File: config.mk
export PLATFORM = sky130hd
export DESIGN_NAME = apsp_ram
export DESIGN_NICKNAME = d
export VERILOG_FILES = /design/src/design/apsp_ram.sv
export SDC_FILE = /design/constraint.sdc
export NUM_CORES = 2
export LEC_CHECK = 0
export BUFFER_PORTS_ARGS = -buffer_cell sky130_fd_sc_hd__buf_2
export CAP_MARGIN = 10
export CORE_UTILIZATION = 57
export CTS_CLUSTER_DIAMETER = 60
export DETAILED_ROUTE_END_ITERATION = 8
export HOLD_SLACK_MARGIN = 0.08
export PLACE_DENSITY = 0.72
export SLEW_MARGIN = 20
export SYNTH_ARGS = -nofsm -noshare
export SYNTH_HDL_FRONTEND = slang
export SYNTH_SLANG_ARGS = --single-unit
File: constraint.sdc
create_clock -name clk -period 2.46 [get_ports clk]
set_input_delay 0.492 -clock clk [delete_from_list [all_inputs] [get_ports clk]]
set_output_delay 0.492 -clock clk [all_outputs]
set_load 0.1 [all_outputs]
File: src/design/apsp_ram.sv
// ----------------------------------------------------------------------------
// apsp_ram
// Generic single-write, single-read RAM with a registered read port.
// ----------------------------------------------------------------------------
module apsp_ram #(
    parameter int WIDTH = 16,
    parameter int DEPTH = 256
) (
    input  logic                                      clk,
    input  logic                                      we,
    input  logic [((DEPTH > 1) ? $clog2(DEPTH) : 1)-1:0] waddr,
    input  logic [WIDTH-1:0]                          wdata,
    input  logic [((DEPTH > 1) ? $clog2(DEPTH) : 1)-1:0] raddr,
    output logic [WIDTH-1:0]                          rdata
);

    logic [WIDTH-1:0] mem [DEPTH];
    logic [WIDTH-1:0] rdata_reg;

    always_ff @(posedge clk)
    begin
        if (we)
        begin
            mem[waddr] <= wdata;
        end
        rdata_reg <= mem[raddr];
    end

    assign rdata = rdata_reg;

endmodule

==> flow_summary.yaml <==
outcome:
  status: "finished with violations"
  violations: "setup timing"
finish:
  largest_reg_flops: 4096
  layoutNonFillerInstCount: 12600
  nets: 8558
  final_area_um2: 188000
  areaGrowthSynthToFinish_pct: 18.4
  drive_gt1_share_pct: 31.5
clock_tree:
  clockBufferDepth: 4
  clk_latency_ps: 970
  path_clk_slew_ps: 60
  cts_root_buf: "clkbuf_16"
  cts.htree.levels: 5
  clock_sinks: 4112
  cts_tree: "built"
  numCtsBuffers: 401
route:
  drt_wl_total_mm: 433
  drt_pre_antenna_iters: 6
  drtIter0Drc: 12500
  drc: 0
  ant_nets: 0
  vias_per_cell: 6.70
  wire_per_inst_um: 34.4
  vias: 84200
critical_path:
  crit_fanout: 1
  worstReg2RegStart: "mem[54][14]"
  crit_chain: "mux4_2 -> mux4_2 -> a22o_4 -> o32ai_4 -> buf_6 -> nor4_4"
  r2r-end: "rdata[14]"
  worstSetupEndpoint: "rdata[14]"
  crit_start: "mem[54][14]"
  cp.required_ps: 3310
  max_stage_delay_ps: 570
  critPathCaptureType: "flop"
  rr_worst_depth: 6
  cp-start-kind: "flop"
  path_class: "flop to flop"
  cp_data_arrival_time_ps: 3430
  reg2reg_slack_ps: -110
  path_common_cell: "mux4_2"
  crit_slowest_cell: "mux4_2"
timing:
  setup_viol: 6
  finalSetupTns_ps: -278
  fin_crit_ps: 2570
  fmax_mhz: 389
  finalHoldViolCount: 0
  maxSlewHeadroom_pct: 37.1
  hold_ws_ps: 404
  maxSlewViolCount: 0
  grt_setup_unrepaired: "yes"
  skew_ps: 72.4
  setup_ws_ps: -114
  tightest_slew_ps: 936
  fin_crit_sh_pct: 105
floorplan:
  initial_core_util_pct: 57.4
  die_area_um2: 281000
  die_w_um: 530
  die_y_um: 530
  core-area_um2: 277000
  num_io_pins: 50
  num_rows: 193
place:
  placed_cells: 11800
  dp_hpwl_mm: 270
  gp_congestion: 1.01
  port_buffers: 49
  placed_cell_area_um2: 174000
global_routing:
  antenna_found_initial: 16
  grt_overflow: 0
  grt_pass1_vias: 83800
  groute.usage.overall_pct: 31.0
  grt_pass1_wl_mm: 614
  grt_max_degree: 109
synthesis:
  synth.area.top_cells: "edfxtp_1, mux4_2, mux2i_1"
  ys_top_cells_by_count: "edfxtp_1, mux4_2, mux2i_1"
  synth_top_area_cell: "edfxtp_1"
  synth_edf_count: 4096
  syn_area_um2: 159000
  synth_ff_type: "edfxtp_1"
  syn_inst: 7360
  synth.most_common_cell: "edfxtp_1"
  syn_area_per_cell_um2: 21.6
  ys_warn_count: 0
  netlist-cell-type-count: 52
  synth.net_count: 7394
  async_reset_ff_share_pct: 0
  synth_seq_cells: 4112
  yosysSeqAreaShare_pct: 77.7
  yosys.area.top_type_share_pct: 77.5
min_path:
  min-delay-path-class: "primary input to flop"
pwr:
  pwr_density_cell_nw_per_um2: 774
  power_mw: 146
  ir_drop_uv: 637
  p_leak_nw: 61.2
flow_run:
  max_cap_violations: 0
==> routing by layer <==
metal | share of wire [%] | vias to the layer above | track usage [%] | wire length, um
li1 | - | 33700 | - | -
met1 | 36 | 44000 | 42.3 | 156000
met2 | 47 | 5545 | 48.0 | 203000
met3 | 12 | 992 | 7.29 | 50100
met4 | 5.2 | 10 | 13.9 | 22500
met5 | 0.044 | - | 0.359 | 192
==> repair_timing <==
item                                   4_1_cts  5_1_grt
hold buffers                                16        0
setup endpoints to repair                   20       16
endpoints found under the hold margin      568        0
pin swaps                                   12       11
gates resized for setup                     83       60
buffers inserted                             0        3
==> cells in the final DEF, fill, tap and decap left out, drive strengths merged, types with 32 or more instances in the layout <==
cell type and instances:
nand2 38, nor2 304, a21oi 175, edfxtp 4096, clkinv 188, o221ai 253, clkbuf 498, o22ai 148
a22oi 43, mux4 797, buf 1196, mux2 88, a22o 32, mux2i 565, nor3 92, o21ai 38
nand3 35
==> logic make-up (layout without fill, tap and decap cells) <==
logic type / count (synthesis) / count (layout) / share of synthesized area (%)
compound gates: 786 / 786 / 3.54
buf+inv: 456 / 1948 / 1.69
mux: 1450 / 1450 / 15.5
simple gates: 556 / 556 / 1.57
flops: 4112 / 4112 / 77.7
other cells: 0 / 7 / 0
==> layout make-up <==
class                   instances  area [um2]
inverters                       4        27.5
flip-flops and latches       4112      123000
well taps                    3705        4640
diodes                          7        17.5
clock buffers                 497       10400
multi-input cells            2792       33600
fillers                     16700       88800
repair buffers               1213       13800
clock inverters               234        2170
==> where the power goes <==
part           switching (mW)  total (mW)  internal (mW)
combinational            5.62        9.03           3.41
sequential              0.131        77.3           77.2
clock                    26.5        59.1           32.7
total                    32.2         146            113
==> critical path: cells and delay by family (launching register included) <==
family,cells,cell delay (ps)
AO/OA/AOI/OAI,2,780
multiplexers,2,1070
AND/OR/NAND/NOR,1,40
flip-flops,1,390
buffers and inverters,1,200
==> worst min path at each step <==
stage | cells after the start | startpoint | to
2_1_floorplan | 0 | wdata[0] | mem[0][0]
3_3_place_gp | 1 | wdata[1] | mem[230][1]
3_5_place_dp | 1 | wdata[1] | mem[231][1]
4_1_cts | 4 | waddr[2] | mem[157][7]
5_1_grt | 4 | waddr[2] | mem[158][7]
6_report | 4 | waddr[2] | mem[157][7]
==> through the flow <==
| stage | util, % | setup WS, ps |
|---|---|---|
| 6_report | 67.9 | -114 |
| 5_1_grt | 67.9 | -79.4 |
| 4_1_cts | 67.8 | -122 |
| 3_5_place_dp | 63.0 | -1590 |
| 3_3_place_gp | 63.0 | -1650 |
| 2_1_floorplan | - | -197 |
No activity file was read; power rests on OpenSTA's default activity.
